## src/dcc_pkg.sv

```systemverilog
package dcc_pkg;

    // default table geometry
    localparam int DEF_MAX_MESSAGES = 8;
    localparam int DEF_MAX_BYTES    = 8;

    // register reset values
    localparam logic [7:0] SHORT_RESET    = 8'd140;
    localparam logic [7:0] LONG_RESET     = 8'd56;
    localparam logic [4:0] PREAMBLE_RESET = 5'd16;
    localparam logic [7:0] MASK_MSB       = 8'h80;

    // configuration port
    localparam int         APB_ADDR_W   = 4;
    localparam logic [1:0] REG_SHORT    = 2'd0;
    localparam logic [1:0] REG_LONG     = 2'd1;
    localparam logic [1:0] REG_PREAMBLE = 2'd2;

    typedef enum logic [1:0] {
        REQ_EVENT = 2'd0,
        REQ_BYTE  = 2'd1,
        REQ_LEN   = 2'd2
    } req_kind_t;

    typedef enum logic [1:0] {
        PH_PREAMBLE  = 2'd0,
        PH_SEPARATOR = 2'd1,
        PH_DATA      = 2'd2
    } phase_t;

    typedef struct packed {
        logic [1:0] req_type;
        logic [2:0] msg_slot;
        logic [2:0] byte_slot;
        logic [7:0] write_value;
    } req_t;

    typedef struct packed {
        logic       pin_level;
        logic [7:0] reload_value;
        logic       bit_sent;
        logic [1:0] phase;
    } res_t;

    typedef struct packed {
        logic [7:0] short_reload;
        logic [7:0] long_reload;
        logic [4:0] preamble_bits;
    } cfg_t;

endpackage

```

## src/dcc_req_if.sv

```systemverilog
interface dcc_req_if;
    logic       valid;
    logic       ready;
    logic [1:0] req_type;
    logic [2:0] msg_slot;
    logic [2:0] byte_slot;
    logic [7:0] write_value;

    modport source (output valid, output req_type, output msg_slot, output byte_slot,
                    output write_value, input ready);
    modport sink   (input valid, input req_type, input msg_slot, input byte_slot,
                    input write_value, output ready);
endinterface

```

## src/dcc_res_if.sv

```systemverilog
interface dcc_res_if;
    logic       valid;
    logic       ready;
    logic       pin_level;
    logic [7:0] reload_value;
    logic       bit_sent;
    logic [1:0] phase;

    modport source (output valid, output pin_level, output reload_value, output bit_sent,
                    output phase, input ready);
    modport sink   (input valid, input pin_level, input reload_value, input bit_sent,
                    input phase, output ready);
endinterface

```

## src/dcc_ram.sv

```systemverilog
module dcc_ram #(
    parameter int WIDTH = 8,
    parameter int DEPTH = 64,
    localparam int AW = (DEPTH > 1) ? $clog2(DEPTH) : 1
) (
    input  logic             clk,
    input  logic             we,
    input  logic [AW-1:0]    waddr,
    input  logic [WIDTH-1:0] wdata,
    input  logic             re,
    input  logic [AW-1:0]    raddr,
    output logic [WIDTH-1:0] rdata
);

    logic [WIDTH-1:0] mem_reg [DEPTH];
    logic [WIDTH-1:0] rdata_reg;

    always_ff @(posedge clk)
    begin
        if (we)
        begin
            mem_reg[waddr] <= wdata;
        end
        if (re)
        begin
            rdata_reg <= mem_reg[raddr];
        end
    end

    assign rdata = rdata_reg;

endmodule

```

## src/dcc_msg_table.sv

```systemverilog
module dcc_msg_table #(
    parameter int MAX_MESSAGES = 8,
    parameter int MAX_BYTES    = 8,
    localparam int MW = (MAX_MESSAGES > 1) ? $clog2(MAX_MESSAGES) : 1
) (
    input  logic            clk,
    input  logic            rst_n,
    input  logic            wr_en,
    input  dcc_pkg::req_t   item,
    input  logic            rd_en,
    input  logic [MW-1:0]   rd_msg,
    input  logic [3:0]      rd_byte,
    output logic [7:0]      rd_byte_data,
    output logic [3:0]      rd_len,
    output logic            clear_busy
);
    import dcc_pkg::*;

    localparam int DEPTH = MAX_MESSAGES * MAX_BYTES;
    localparam int IW    = (DEPTH > 1) ? $clog2(DEPTH) : 1;
    localparam int CW    = $clog2(DEPTH + 1);
    localparam int SW    = IW + 4;

    logic [CW-1:0] clear_cnt_reg;
    logic [CW-1:0] clear_cnt_next;

    logic [SW-1:0] rd_sum;
    logic [SW-1:0] wr_sum;
    logic [8:0]    wr_msg_wide;
    logic          msg_in_range;
    logic          byte_in_range;

    logic          byte_we;
    logic [IW-1:0] byte_waddr;
    logic [7:0]    byte_wdata;
    logic          len_we;
    logic [MW-1:0] len_waddr;
    logic [3:0]    len_wdata;

    assign clear_busy     = (clear_cnt_reg != CW'(DEPTH));
    assign clear_cnt_next = clear_cnt_reg + CW'(1);

    // sweep both tables to zero after reset, one entry per cycle
    always_ff @(posedge clk or negedge rst_n)
    begin
        if (!rst_n)
        begin
            clear_cnt_reg <= '0;
        end
        else if (clear_busy)
        begin
            clear_cnt_reg <= clear_cnt_next;
        end
    end

    assign rd_sum = SW'(rd_msg) * SW'(MAX_BYTES) + SW'(rd_byte);
    assign wr_sum = SW'(item.msg_slot) * SW'(MAX_BYTES) + SW'(item.byte_slot);

    assign wr_msg_wide   = {6'd0, item.msg_slot};
    assign msg_in_range  = (wr_msg_wide < 9'(MAX_MESSAGES));
    assign byte_in_range = ({1'b0, item.byte_slot} < 4'(MAX_BYTES));

    always_comb
    begin
        if (clear_busy)
        begin
            byte_we    = 1'b1;
            byte_waddr = clear_cnt_reg[IW-1:0];
            byte_wdata = '0;
            len_we     = (clear_cnt_reg < CW'(MAX_MESSAGES));
            len_waddr  = clear_cnt_reg[MW-1:0];
            len_wdata  = '0;
        end
        else
        begin
            byte_we    = wr_en && (item.req_type == REQ_BYTE) && msg_in_range && byte_in_range;
            byte_waddr = wr_sum[IW-1:0];
            byte_wdata = item.write_value;
            len_we     = wr_en && (item.req_type == REQ_LEN) && msg_in_range;
            len_waddr  = wr_msg_wide[MW-1:0];
            // clamp long lengths to the row size
            len_wdata  = (item.write_value > 8'(MAX_BYTES)) ? 4'(MAX_BYTES)
                                                            : item.write_value[3:0];
        end
    end

    dcc_ram #(
        .WIDTH (8),
        .DEPTH (DEPTH)
    ) u_byte_ram (
        .clk   (clk),
        .we    (byte_we),
        .waddr (byte_waddr),
        .wdata (byte_wdata),
        .re    (rd_en),
        .raddr (rd_sum[IW-1:0]),
        .rdata (rd_byte_data)
    );

    dcc_ram #(
        .WIDTH (4),
        .DEPTH (MAX_MESSAGES)
    ) u_len_ram (
        .clk   (clk),
        .we    (len_we),
        .waddr (len_waddr),
        .wdata (len_wdata),
        .re    (rd_en),
        .raddr (rd_msg),
        .rdata (rd_len)
    );

endmodule

```

## src/dcc_bit_seq.sv

```systemverilog
module dcc_bit_seq #(
    parameter int MAX_MESSAGES = 8,
    parameter int MAX_BYTES    = 8,
    localparam int MW = (MAX_MESSAGES > 1) ? $clog2(MAX_MESSAGES) : 1
) (
    input  logic            clk,
    input  logic            rst_n,
    input  logic            step,
    input  dcc_pkg::cfg_t   cfg,
    input  logic [7:0]      rd_byte_data,
    input  logic [3:0]      rd_len,
    output logic [MW-1:0]   rd_msg,
    output logic [3:0]      rd_byte,
    output dcc_pkg::res_t   result
);
    import dcc_pkg::*;

    phase_t        phase_reg,         phase_next;
    logic [4:0]    preamble_left_reg, preamble_left_next;
    logic [MW-1:0] current_msg_reg,   current_msg_next;
    logic [3:0]    current_byte_reg,  current_byte_next;
    logic [7:0]    shift_byte_reg,    shift_byte_next;
    logic [7:0]    bit_mask_reg,      bit_mask_next;
    logic          second_half_reg,   second_half_next;
    logic          last_was_long_reg, last_was_long_next;

    logic          one_bit;
    logic [7:0]    mask_shift;
    logic [3:0]    byte_inc;
    logic [4:0]    left_dec;
    logic [4:0]    pre_load;
    logic [3:0]    eff_len;
    logic          byte_ok;
    logic [MW-1:0] msg_wrap;

    assign rd_msg  = current_msg_reg;
    assign rd_byte = current_byte_reg;

    assign mask_shift = bit_mask_reg >> 1;
    assign byte_inc   = current_byte_reg + 4'd1;
    assign left_dec   = ((preamble_left_reg == 5'd0) ? 5'd1 : preamble_left_reg) - 5'd1;
    assign pre_load   = (cfg.preamble_bits == 5'd0) ? 5'd1 : cfg.preamble_bits;
    assign eff_len    = (rd_len == 4'd0) ? 4'd1 : rd_len;
    assign byte_ok    = (current_byte_reg < 4'(MAX_BYTES));
    assign msg_wrap   = (current_msg_reg == MW'(MAX_MESSAGES - 1)) ? '0
                                                                   : current_msg_reg + MW'(1);

    // next state
    always_comb
    begin
        phase_next         = phase_reg;
        preamble_left_next = preamble_left_reg;
        current_msg_next   = current_msg_reg;
        current_byte_next  = current_byte_reg;
        shift_byte_next    = shift_byte_reg;
        bit_mask_next      = bit_mask_reg;
        last_was_long_next = last_was_long_reg;
        one_bit            = ~last_was_long_reg;
        if (second_half_reg)
        begin
            second_half_next = 1'b0;
        end
        else
        begin
            second_half_next = 1'b1;
            unique case (phase_reg)
                PH_SEPARATOR:
                begin
                    one_bit         = 1'b0;
                    phase_next      = PH_DATA;
                    shift_byte_next = byte_ok ? rd_byte_data : 8'd0;
                    bit_mask_next   = MASK_MSB;
                end
                PH_DATA:
                begin
                    one_bit       = |(shift_byte_reg & bit_mask_reg);
                    bit_mask_next = mask_shift;
                    if (mask_shift == 8'd0)
                    begin
                        current_byte_next = byte_inc;
                        if (byte_inc >= eff_len)
                        begin
                            phase_next         = PH_PREAMBLE;
                            preamble_left_next = pre_load;
                        end
                        else
                        begin
                            phase_next = PH_SEPARATOR;
                        end
                    end
                end
                default:
                begin
                    one_bit            = 1'b1;
                    phase_next         = PH_PREAMBLE;
                    preamble_left_next = left_dec;
                    if (left_dec == 5'd0)
                    begin
                        phase_next        = PH_SEPARATOR;
                        current_msg_next  = msg_wrap;
                        current_byte_next = 4'd0;
                    end
                end
            endcase
            last_was_long_next = ~one_bit;
        end
    end

    // result word
    always_comb
    begin
        result.pin_level    = second_half_reg;
        result.reload_value = one_bit ? cfg.short_reload : cfg.long_reload;
        result.bit_sent     = one_bit;
        result.phase        = phase_next;
    end

    always_ff @(posedge clk or negedge rst_n)
    begin
        if (!rst_n)
        begin
            phase_reg         <= PH_PREAMBLE;
            preamble_left_reg <= PREAMBLE_RESET;
            current_msg_reg   <= '0;
            current_byte_reg  <= '0;
            shift_byte_reg    <= '0;
            bit_mask_reg      <= MASK_MSB;
            second_half_reg   <= 1'b0;
            last_was_long_reg <= 1'b0;
        end
        else if (step)
        begin
            phase_reg         <= phase_next;
            preamble_left_reg <= preamble_left_next;
            current_msg_reg   <= current_msg_next;
            current_byte_reg  <= current_byte_next;
            shift_byte_reg    <= shift_byte_next;
            bit_mask_reg      <= bit_mask_next;
            second_half_reg   <= second_half_next;
            last_was_long_reg <= last_was_long_next;
        end
    end

endmodule

```

## src/dcc_packet_bit_generator.sv

```systemverilog
// DCC packet bit generator. Each half-period event word on req yields one result word on res:
// the track pin level and the timer reload for the next half period. First halves drive the
// pin low and pick the next bit (preamble ones, a zero separator before each byte, then the
// byte MSB first); second halves drive it high and repeat the duration. Write words (byte or
// length) fill the message table and give no result. An event passes through the registered
// read of the message table, then the sequencer update into the output register, and only one
// event is in flight at a time; a write word lands in the table at its accept edge. A result
// waiting on res does not block the next word. After reset all MAX_MESSAGES*MAX_BYTES entries
// of the table (64 by default) are swept to zero, during which req.ready stays low; APB
// writes are taken throughout. Registers: 0x0 short_reload, 0x4 long_reload,
// 0x8 preamble_bits.
module dcc_packet_bit_generator #(
    parameter int MAX_MESSAGES = dcc_pkg::DEF_MAX_MESSAGES,
    parameter int MAX_BYTES    = dcc_pkg::DEF_MAX_BYTES
) (
    input  logic                          clk,
    input  logic                          rst_n,
    dcc_req_if.sink                       req,
    dcc_res_if.source                     res,
    input  logic                          psel,
    input  logic                          penable,
    input  logic                          pwrite,
    input  logic [dcc_pkg::APB_ADDR_W-1:0] paddr,
    input  logic [31:0]                   pwdata,
    output logic [31:0]                   prdata,
    output logic                          pready
);
    import dcc_pkg::*;

    localparam int MW = (MAX_MESSAGES > 1) ? $clog2(MAX_MESSAGES) : 1;

    // configuration registers
    logic [7:0] short_reload_reg;
    logic [7:0] long_reload_reg;
    logic [4:0] preamble_bits_reg;
    logic       cfg_write;
    logic [1:0] reg_index;
    cfg_t       cfg;

    // pipeline control
    logic       s1_valid_reg,  s1_valid_next;
    logic       res_valid_reg, res_valid_next;
    res_t       res_data_reg;
    logic       in_accept;
    logic       event_accept;
    logic       s1_done;
    req_t       item;

    // table and sequencer wiring
    logic [MW-1:0] rd_msg;
    logic [3:0]    rd_byte;
    logic [7:0]    rd_byte_data;
    logic [3:0]    rd_len;
    logic          clear_busy;
    res_t          step_result;

    // APB: zero wait states, write on the access phase
    assign pready    = 1'b1;
    assign reg_index = paddr[3:2];
    assign cfg_write = psel && penable && pwrite && pready;

    always_ff @(posedge clk or negedge rst_n)
    begin
        if (!rst_n)
        begin
            short_reload_reg  <= SHORT_RESET;
            long_reload_reg   <= LONG_RESET;
            preamble_bits_reg <= PREAMBLE_RESET;
        end
        else if (cfg_write)
        begin
            unique case (reg_index)
                REG_SHORT:    short_reload_reg  <= pwdata[7:0];
                REG_LONG:     long_reload_reg   <= pwdata[7:0];
                REG_PREAMBLE: preamble_bits_reg <= pwdata[4:0];
                default:      ;
            endcase
        end
    end

    always_comb
    begin
        unique case (reg_index)
            REG_SHORT:    prdata = {24'd0, short_reload_reg};
            REG_LONG:     prdata = {24'd0, long_reload_reg};
            REG_PREAMBLE: prdata = {27'd0, preamble_bits_reg};
            default:      prdata = 32'd0;
        endcase
    end

    assign cfg.short_reload  = short_reload_reg;
    assign cfg.long_reload   = long_reload_reg;
    assign cfg.preamble_bits = preamble_bits_reg;

    // pack the request word
    assign item.req_type    = req.req_type;
    assign item.msg_slot    = req.msg_slot;
    assign item.byte_slot   = req.byte_slot;
    assign item.write_value = req.write_value;

    // Hold off new words while the sweep runs or an accepted event has not yet retired.
    // Writes land in the table at the accept edge, so an event that follows reads them.
    assign req.ready    = !clear_busy && !s1_valid_reg;
    assign in_accept    = req.valid && req.ready;
    assign event_accept = in_accept && (item.req_type == REQ_EVENT);

    // The event step retires once the output register is free or being drained.
    assign s1_done = s1_valid_reg && (!res_valid_reg || res.ready);

    always_comb
    begin
        s1_valid_next = s1_valid_reg;
        if (event_accept)
        begin
            s1_valid_next = 1'b1;
        end
        else if (s1_done)
        begin
            s1_valid_next = 1'b0;
        end

        res_valid_next = res_valid_reg;
        if (s1_done)
        begin
            res_valid_next = 1'b1;
        end
        else if (res.ready)
        begin
            res_valid_next = 1'b0;
        end
    end

    always_ff @(posedge clk or negedge rst_n)
    begin
        if (!rst_n)
        begin
            s1_valid_reg  <= 1'b0;
            res_valid_reg <= 1'b0;
        end
        else
        begin
            s1_valid_reg  <= s1_valid_next;
            res_valid_reg <= res_valid_next;
        end
    end

    // output register payload, loaded when the step retires
    always_ff @(posedge clk)
    begin
        if (s1_done)
        begin
            res_data_reg <= step_result;
        end
    end

    assign res.valid        = res_valid_reg;
    assign res.pin_level    = res_data_reg.pin_level;
    assign res.reload_value = res_data_reg.reload_value;
    assign res.bit_sent     = res_data_reg.bit_sent;
    assign res.phase        = res_data_reg.phase;

    dcc_msg_table #(
        .MAX_MESSAGES (MAX_MESSAGES),
        .MAX_BYTES    (MAX_BYTES)
    ) u_table (
        .clk          (clk),
        .rst_n        (rst_n),
        .wr_en        (in_accept),
        .item         (item),
        .rd_en        (event_accept),
        .rd_msg       (rd_msg),
        .rd_byte      (rd_byte),
        .rd_byte_data (rd_byte_data),
        .rd_len       (rd_len),
        .clear_busy   (clear_busy)
    );

    dcc_bit_seq #(
        .MAX_MESSAGES (MAX_MESSAGES),
        .MAX_BYTES    (MAX_BYTES)
    ) u_seq (
        .clk          (clk),
        .rst_n        (rst_n),
        .step         (s1_done),
        .cfg          (cfg),
        .rd_byte_data (rd_byte_data),
        .rd_len       (rd_len),
        .rd_msg       (rd_msg),
        .rd_byte      (rd_byte),
        .result       (step_result)
    );

endmodule

```

## src/flat_wrapper.sv

```systemverilog
// flat-port wrapper written by rule: the top's interface ports become plain ports
module dcc_packet_bit_generator_flat import dcc_pkg::*;
#(
    parameter int MAX_MESSAGES = dcc_pkg::DEF_MAX_MESSAGES,
    parameter int MAX_BYTES    = dcc_pkg::DEF_MAX_BYTES
)
  (clk, rst_n, psel, penable, pwrite, paddr, pwdata, prdata, pready, req_valid, req_req_type, req_msg_slot, req_byte_slot, req_write_value, req_ready, res_valid, res_pin_level, res_reload_value, res_bit_sent, res_phase, res_ready);
  dcc_req_if req_i ();
  dcc_res_if res_i ();
  input  logic clk;
  input  logic rst_n;
  input  logic psel;
  input  logic penable;
  input  logic pwrite;
  input  logic [dcc_pkg::APB_ADDR_W-1:0] paddr;
  input  logic [31:0] pwdata;
  output logic [31:0] prdata;
  output logic pready;
  input wire logic [$bits(req_i.valid)-1:0] req_valid;
  input wire logic [$bits(req_i.req_type)-1:0] req_req_type;
  input wire logic [$bits(req_i.msg_slot)-1:0] req_msg_slot;
  input wire logic [$bits(req_i.byte_slot)-1:0] req_byte_slot;
  input wire logic [$bits(req_i.write_value)-1:0] req_write_value;
  output wire logic [$bits(req_i.ready)-1:0] req_ready;
  output wire logic [$bits(res_i.valid)-1:0] res_valid;
  output wire logic [$bits(res_i.pin_level)-1:0] res_pin_level;
  output wire logic [$bits(res_i.reload_value)-1:0] res_reload_value;
  output wire logic [$bits(res_i.bit_sent)-1:0] res_bit_sent;
  output wire logic [$bits(res_i.phase)-1:0] res_phase;
  input wire logic [$bits(res_i.ready)-1:0] res_ready;
  assign req_i.valid = req_valid;
  assign req_i.req_type = req_req_type;
  assign req_i.msg_slot = req_msg_slot;
  assign req_i.byte_slot = req_byte_slot;
  assign req_i.write_value = req_write_value;
  assign req_ready = req_i.ready;
  assign res_valid = res_i.valid;
  assign res_pin_level = res_i.pin_level;
  assign res_reload_value = res_i.reload_value;
  assign res_bit_sent = res_i.bit_sent;
  assign res_phase = res_i.phase;
  assign res_i.ready = res_ready;
  dcc_packet_bit_generator #(.MAX_MESSAGES(MAX_MESSAGES), .MAX_BYTES(MAX_BYTES)) u_core (.clk(clk), .rst_n(rst_n), .req(req_i), .res(res_i), .psel(psel), .penable(penable), .pwrite(pwrite), .paddr(paddr), .pwdata(pwdata), .prdata(prdata), .pready(pready));
endmodule
```

## config.mk

```make
export PLATFORM = sky130hd
export DESIGN_NAME = dcc_packet_bit_generator_flat
export DESIGN_NICKNAME = d
export VERILOG_FILES = /design/src/dcc_pkg.sv /design/src/dcc_req_if.sv /design/src/dcc_res_if.sv /design/src/dcc_ram.sv /design/src/dcc_msg_table.sv /design/src/dcc_bit_seq.sv /design/src/dcc_packet_bit_generator.sv /design/src/flat_wrapper.sv
export SDC_FILE = /design/constraint.sdc
export NUM_CORES = 1
export LEC_CHECK = 0
export BUFFER_PORTS_ARGS = -buffer_cell sky130_fd_sc_hd__buf_2
export CAP_MARGIN = 40
export CORE_UTILIZATION = 32
export DETAILED_ROUTE_END_ITERATION = 8
export GPL_ROUTABILITY_DRIVEN = 0
export REMOVE_ABC_BUFFERS = 1
export SYNTH_ARGS = -nofsm -noshare
export SYNTH_HDL_FRONTEND = slang
export SYNTH_SLANG_ARGS = --single-unit
```

## constraint.sdc

```tcl
create_clock -name clk -period 3.1 [get_ports clk]
set_clock_uncertainty 0.15 [all_clocks]
set_input_delay 0.31 -clock clk [delete_from_list [all_inputs] [get_ports clk]]
set_output_delay 0.31 -clock clk [all_outputs]
set_load 0.01 [all_outputs]
```

## Word-level counts from Yosys, hierarchy flattened

Memories as Yosys holds them, arrays and structs flattened. A register that Yosys moved wholly into a read port is not among the register bits.
Cells that the tools add are included.

| word-level totals | value |
|---|---|
| output and inout port bits | 47 |
| memory bits (writable) | 544 |
| bits in registers | 74 |
| memories | 2 |

| operators by class | value |
|---|---|
| add/subtract/negate cells | 6 |
| mux-type cells | 38 |
| order comparisons | 5 |
| reduce and logical (&&, ||, !) cells | 36 |
| eq/ne operators | 10 |
| bitwise gates (word level) | 6 |

Memory list:

| name | depth | bits a word | rd ports | clocked after memory_dff | write ports | line | source |
|---|---|---|---|---|---|---|---|
| u_core.u_table.u_byte_ram.mem_reg | 64 | 8 | 1 | 1 | 1 | dcc_ram.sv:15 | `logic [WIDTH-1:0] mem_reg [DEPTH];` |
| u_core.u_table.u_len_ram.mem_reg | 8 | 4 | 1 | 1 | 1 | dcc_ram.sv:15 |  |

Operators by type and width:

| cell | number |
|---|---|
| 2-to-1 mux 8 bit | 3 |
| one-hot mux 8 bit (3 select lines) | 1 |
| 2-to-1 mux 4 bit | 5 |
| 2-to-1 mux 5 bit | 4 |
| one-hot mux 8 bit (2 select lines) | 1 |
| logical NOT 5 bit | 3 |
| 2-to-1 mux 1 bit | 15 |
| logical AND 1 bit | 10 |
| one-hot mux 5 bit (2 select lines) | 1 |
| AND reduction 5 bit | 2 |
| AND 8 bit | 1 |
| greater-than comparator 8 x 4 -> 1 bit (second input constant) | 1 |
| logical NOT 8 bit | 1 |
| one-hot mux 4 bit (2 select lines) | 1 |
| AND reduction 2 bit | 4 |
| nonzero test 2 bit | 4 |
| OR reduction 8 bit | 1 |
| adder 7 x 1 -> 7 bit (second input constant) | 1 |
| less-than comparator 7 x 4 -> 1 bit (second input constant) | 1 |
| inequality test 7 bit (second input constant) | 1 |
| adder 6 x 3 -> 6 bit | 1 |
| adder 6 x 4 -> 6 bit | 1 |
| == test 2 x 1 -> 1 bit (second input constant) | 3 |
| == test 2 bit (second input constant) | 3 |
| 21 further kinds | 32 |

## Logic depth before layout (Yosys ltp)

| logic depth | value |
|---|---|
| depth in word-level cells | 9 |
| gate-level depth with buffers | 10 |
| gate-level depth less buffers | 10 |

## Cells and area by module

From an unflattened synthesis, not the netlist that was laid out.

| second synthesis, totals | value |
|---|---|
| cells, all modules | 1429 |
| area total of the unflattened synthesis | 26098.8 um2 |

Modules (own cells, without submodules):

| module | area each (um2) | instances | cells an instance |
|---|---|---|---|
| dcc_ram (u_core.u_table.u_byte_ram) | 20246.9 | 1 | 940 |
| dcc_bit_seq | 2187.1 | 1 | 245 |
| dcc_packet_bit_generator | 1661.6 | 1 | 120 |
| dcc_ram (u_core.u_table.u_len_ram) | 1410.1 | 1 | 63 |
| dcc_msg_table | 593.1 | 1 | 61 |

## Worst setup path after synthesis

No wires, ideal clock.

| timing | value |
|---|---|
| path kind | flip-flop to flip-flop |
| start | register u_core.u_table.clear_cnt_reg[3] |
| end | register u_core.u_table.u_byte_ram.rdata_reg[0], in the netlist u_core.u_table.u_byte_ram.rdata[0] (read register of u_core.u_table.u_byte_ram.mem_reg) (enable) |
| cell stages (with the launch flop) | 6 |
| setup time | 0.416 ns |
| arrival | 2.401 ns |
| required time | 2.534 ns |
| path slack | 0.133 ns |
| cell sequence | dfrtp_1 -> clkbuf_1 -> nor3_1 -> nand4b_1 -> clkbuf_1 -> nor4_1 |

| between the ends | value |
|---|---|
| word-level cells in the longest chain between the ends | 5 |

RTL lines:

| element | line | source |
|---|---|---|
| from (decl) | dcc_msg_table.sv:24 | `logic [CW-1:0] clear_cnt_reg;` |
| from (signal assigned) | dcc_msg_table.sv:52 | `clear_cnt_reg <= clear_cnt_next;` |
| inequality test 7 bit | dcc_msg_table.sv:40 | `assign clear_busy = (clear_cnt_reg != CW'(DEPTH));` |
| logical NOT 1 bit | dcc_packet_bit_generator.sv:103 | `assign req.ready = !clear_busy && !s1_valid_reg;` |
| logical AND 1 bit | dcc_packet_bit_generator.sv:103 |  |
| logical AND 1 bit | dcc_packet_bit_generator.sv:104 | `assign in_accept = req.valid && req.ready;` |
| logical AND 1 bit | dcc_packet_bit_generator.sv:105 | `assign event_accept = in_accept && (item.req_type == REQ_EVENT);` |
| via u_core.event_accept | dcc_packet_bit_generator.sv:45 | `logic event_accept;` |
| to (decl) | dcc_ram.sv:16 | `logic [WIDTH-1:0] rdata_reg;` |

The timed path passes the listed nets, and every way through them passes these cells.
A chain may end at the register's enable or synchronous reset.

## Worst setup path after layout

| timing | value |
|---|---|
| start | register u_core.u_table.clear_cnt_reg[0] |
| end | register u_core.s1_valid_reg |

| between the ends | value |
|---|---|
| word-level cells in the longest chain between the ends | 6 |
| elaborated cells between the ends (all ways) | 7 |

RTL lines:

| element | line | source |
|---|---|---|
| inequality test 7 bit * | dcc_msg_table.sv:40 |  |
| logical NOT 1 bit * | dcc_packet_bit_generator.sv:103 |  |
| logical AND 1 bit * | dcc_packet_bit_generator.sv:103 |  |
| logical AND 1 bit * | dcc_packet_bit_generator.sv:104 |  |
| logical AND 1 bit * | dcc_packet_bit_generator.sv:105 |  |
| via u_core.event_accept | dcc_packet_bit_generator.sv:45 |  |
| 2-to-1 mux 1 bit / nonzero test 2 bit (equally long branches) | - |  |
| to (signal assigned) | dcc_packet_bit_generator.sv:142 | `s1_valid_reg <= s1_valid_next;` |
| to (decl) | dcc_packet_bit_generator.sv:41 | `logic s1_valid_reg, s1_valid_next;` |

The timed path passes the listed nets; every way through them passes the cells marked *.

==> flow_metrics.py <==
metrics = {
    "status": {
        "status": "finished, final reports clean",
    },
    "worst_hold_path": {
        "hp-class": "in2reg",
    },
    "global_routing": {
        "grt_usage": 0.139,
        "grt_max_degree": 65,
        "antenna_found_initial": 0,
        "grt_pass1_wl_um": 85700,
        "first_global_vias": 13700,
        "grt-ovfl-total": 0,
    },
    "detailed_routing": {
        "wl_um": 56000,
        "first_pass_iters": 5,
        "vias": 13200,
        "wl_per_cell_um": 20.8,
        "viasPerCell": 4.89,
        "drc": 0,
        "dr.first_iter.drc_count": 983,
        "ant_nets": 0,
    },
    "synth": {
        "syn_avg_cell_area_sq_um": 18.6,
        "synth_top_cell_by_area": "edfxtp_1",
        "ys_seq_area_frac": 0.727,
        "syn_area_sq_um": 25600,
        "yosys_warnings": 0,
        "synth_edf_count": 568,
        "ys_ff_latch": 630,
        "synthCells": 1378,
        "synthFlopType": "edfxtp_1",
        "synthTopCellsByArea": "edfxtp_1 (67%), mux4_2 (12%), dfrtp_1 (5.2%), mux2i_1 (2.2%), mux2_2 (1.6%)",
        "synth_top_area_share": 0.666,
        "synthArstFlopShare": 0.0984,
        "ys_types": 57,
    },
    "clocking": {
        "root_buffer": "clkbuf_16",
        "cts_sinks": 630,
        "cts_max_level": 3,
        "numCtsBuffers": 67,
        "clk_path_buf_depth": 3,
        "postCtsSetupBuffers": 0,
        "cts_tree": "yes",
        "clk_latency_ns": 0.61,
        "clk_pin_slew_worst_paths_ns": 0.06,
    },
    "sta": {
        "fin_crit_sh": 0.951,
        "fmax_mhz": 339,
        "worstMarginPinSlew_ns": 0.733,
        "hold_violations": 0,
        "fin_crit_ns": 2.95,
        "rsz0062_at_grt": "false",
        "report.final.slew_viol_count": 0,
        "setup_tns_ns": 0,
        "slew_headroom": 0.511,
        "setup_violations": 0,
    },
    "setup_path": {
        "critPathKind": "reg2reg",
        "cp.arrival_ns": 3.32,
        "cp.required_ns": 3.47,
        "startpoint_type": "flip-flop",
        "critPathMaxStageDelay_ns": 0.60,
        "path_cells": "inv_1, ha_1, nand4b_1, buf_4, nor4_2, dlygate4sd3_1, o21bai_1, dlygate4sd3_1",
        "cp_max_fo": 9,
        "cp-end-kind": "flip-flop",
        "cp_common_cell": "dlygate4sd3_1",
        "slowest_stage": "dlygate4sd3_1",
    },
    "die": {
        "fp-row-count": 103,
        "die-height_um": 285,
        "dieArea_sq_um": 81100,
        "start_util": 0.323,
        "fp.dieW_um": 285,
        "core_area_sq_um": 79100,
        "ios": 106,
    },
    "power": {
        "ir_worst_vdd_mv": 0.356,
        "p_leak_uw": 0.00873,
        "finalPower_uw": 17200,
        "powerDensity_nw_per_um2": 569,
    },
    "place": {
        "port_buffers": 54,
        "hpwl_um": 36400,
        "dp.cells": 2559,
    },
    "final_layout": {
        "antenna_cells": 0,
        "syn_to_final_growth_pct": 18.1,
        "fin_nets": 1665,
        "largest_register_ffs": 512,
        "utilization": 0.382,
        "layout-drive-gt1-share": 0.294,
        "stdcell_count": 2693,
    },
    "flow_run": {
        "cap_viol_max_count": 0,
    },
}
power breakdown:
part           internal, uW  switching [uW]
registers              9230            59.1
clock network          4280            3160
logic                   240             237
total                 13700            3460
final timing paths:
check / from / to / slack [ns] / cells past startpoint
setup reg to reg: u_core.u_table.clear_cnt_reg[0] / u_core.s1_valid_reg / 0.15 / 8
setup / recovery: u_core.u_table.clear_cnt_reg[0] / u_core.s1_valid_reg / 0.15 / 8
min in group asynchronous: rst_n / u_core.u_table.clear_cnt_reg[4] / 0.16 / 2
hold reg to reg: u_core.u_seq.shift_byte_reg[1] / u_core.u_seq.shift_byte_reg[1] / 0.34 / 2
max in group asynchronous: rst_n / u_core.u_seq.bit_mask_reg[7] / 1.85 / 3
hold / removal: req_write_value[1] / u_core.u_table.u_len_ram.mem_reg[2][1] / 0.09 / 2
critical path: cells and delay by family, from the launching register on:
kind | cells | cell delay [ns]
compound gates | 1 | 0.10
fa+ha+maj | 1 | 0.19
buf+inv | 4 | 1.56
flops | 1 | 0.43
simple gates | 2 | 0.42
per-layer routing:
layer / vias up / part of all wire / wire length [um] / GRT usage
met1: 6781 / 0.44 / 24600 / 0.191
met3: 81 / 0.054 / 3030 / 0.0195
met4: 0 / 0.020 / 1140 / 0.0435
met2: 416 / 0.49 / 27300 / 0.229
met5: - / 0 / 0 / 0
li1: 5896 / - / - / -
layout by cell type (no fill, tap or decap), drive strengths merged, types with 3 or more instances in the layout:
cell type    instances
edfxtp             568
mux2i               57
nor2b                3
inv                 24
a211oi               8
clkinv              21
xnor2                8
ha                  15
a32oi                3
mux4               135
o22ai                9
xor2                 3
conb                25
a2111oi              3
o221ai              22
and3                 5
clkbuf              93
a22oi                4
nor3                 9
or3                  3
a22o                 3
dfrtp               53
nand2b              16
nor4                 3
o21bai               5
buf                195
mux2                37
nand3                8
dfstp                9
and2                10
a21oi               29
dlygate4sd3         13
a21o                 5
o21ai               36
nor3b                4
nand2               70
nor2                99
o31ai                8
cells by family after synthesis:
logic type / share of synthesized area
AO/OA/AOI/OAI: 0.0372
adder cells (fa/ha/maj): 0.00733
flip-flops: 0.727
other: 0.000293
XOR/XNOR: 0.00376
multiplexers: 0.158
AND/OR/NAND/NOR: 0.0426
buffers and inverters: 0.0239
metrics by stage:
step	instance area (sq um)	setup slack, ns	hold WS [ns]
2_1_floorplan	25100	-4.61	-0.136
3_3_place_gp	28100	0.0344	0.254
3_5_place_dp	28100	0.204	0.280
4_1_cts	30200	0.170	0.0599
5_1_grt	30200	0.0352	0.0942
6_report	30200	0.153	0.0888
cells in the mapped netlist (3+ instances only):
cell type    n
or3_1        3
nor2b_1      3
o21bai_1     5
xor2_1       3
edfxtp_1   568
o22ai_1      9
ha_1        15
nand2_1     70
buf_4       34
a22o_1       3
dfrtp_1     53
a21o_1       5
mux4_2     135
dfstp_2      9
clkbuf_1    30
and3_1       5
a21oi_1     29
nor3_1       9
o31ai_1      8
o21ai_0     35
inv_1       19
buf_2       12
a22oi_1      4
mux2_2      37
a32oi_1      3
mux2i_1     56
and2_1      10
xnor2_1      8
buf_6        7
nor3b_1      3
a211oi_1     8
nand3_1      8
nor2_1      99
buf_1        3
o221ai_1    22
nand2b_1    16
cell type report:
type	count	area (sq um)
clock inverter	28	215
timing repair buffer	208	1710
clock buffer	93	1820
inverter	21	78.8
fill	7227	48900
sequential	630	18600
multi-input combinational	663	6470
tap	1050	1310
what timing repair did:
action,4_1_cts,5_1_grt
hold endpoints to repair,48,0
hold buffers,13,0
gates resized for setup,0,1
endpoints found under the setup margin,0,16
Power figures use the tool's default switching activity.
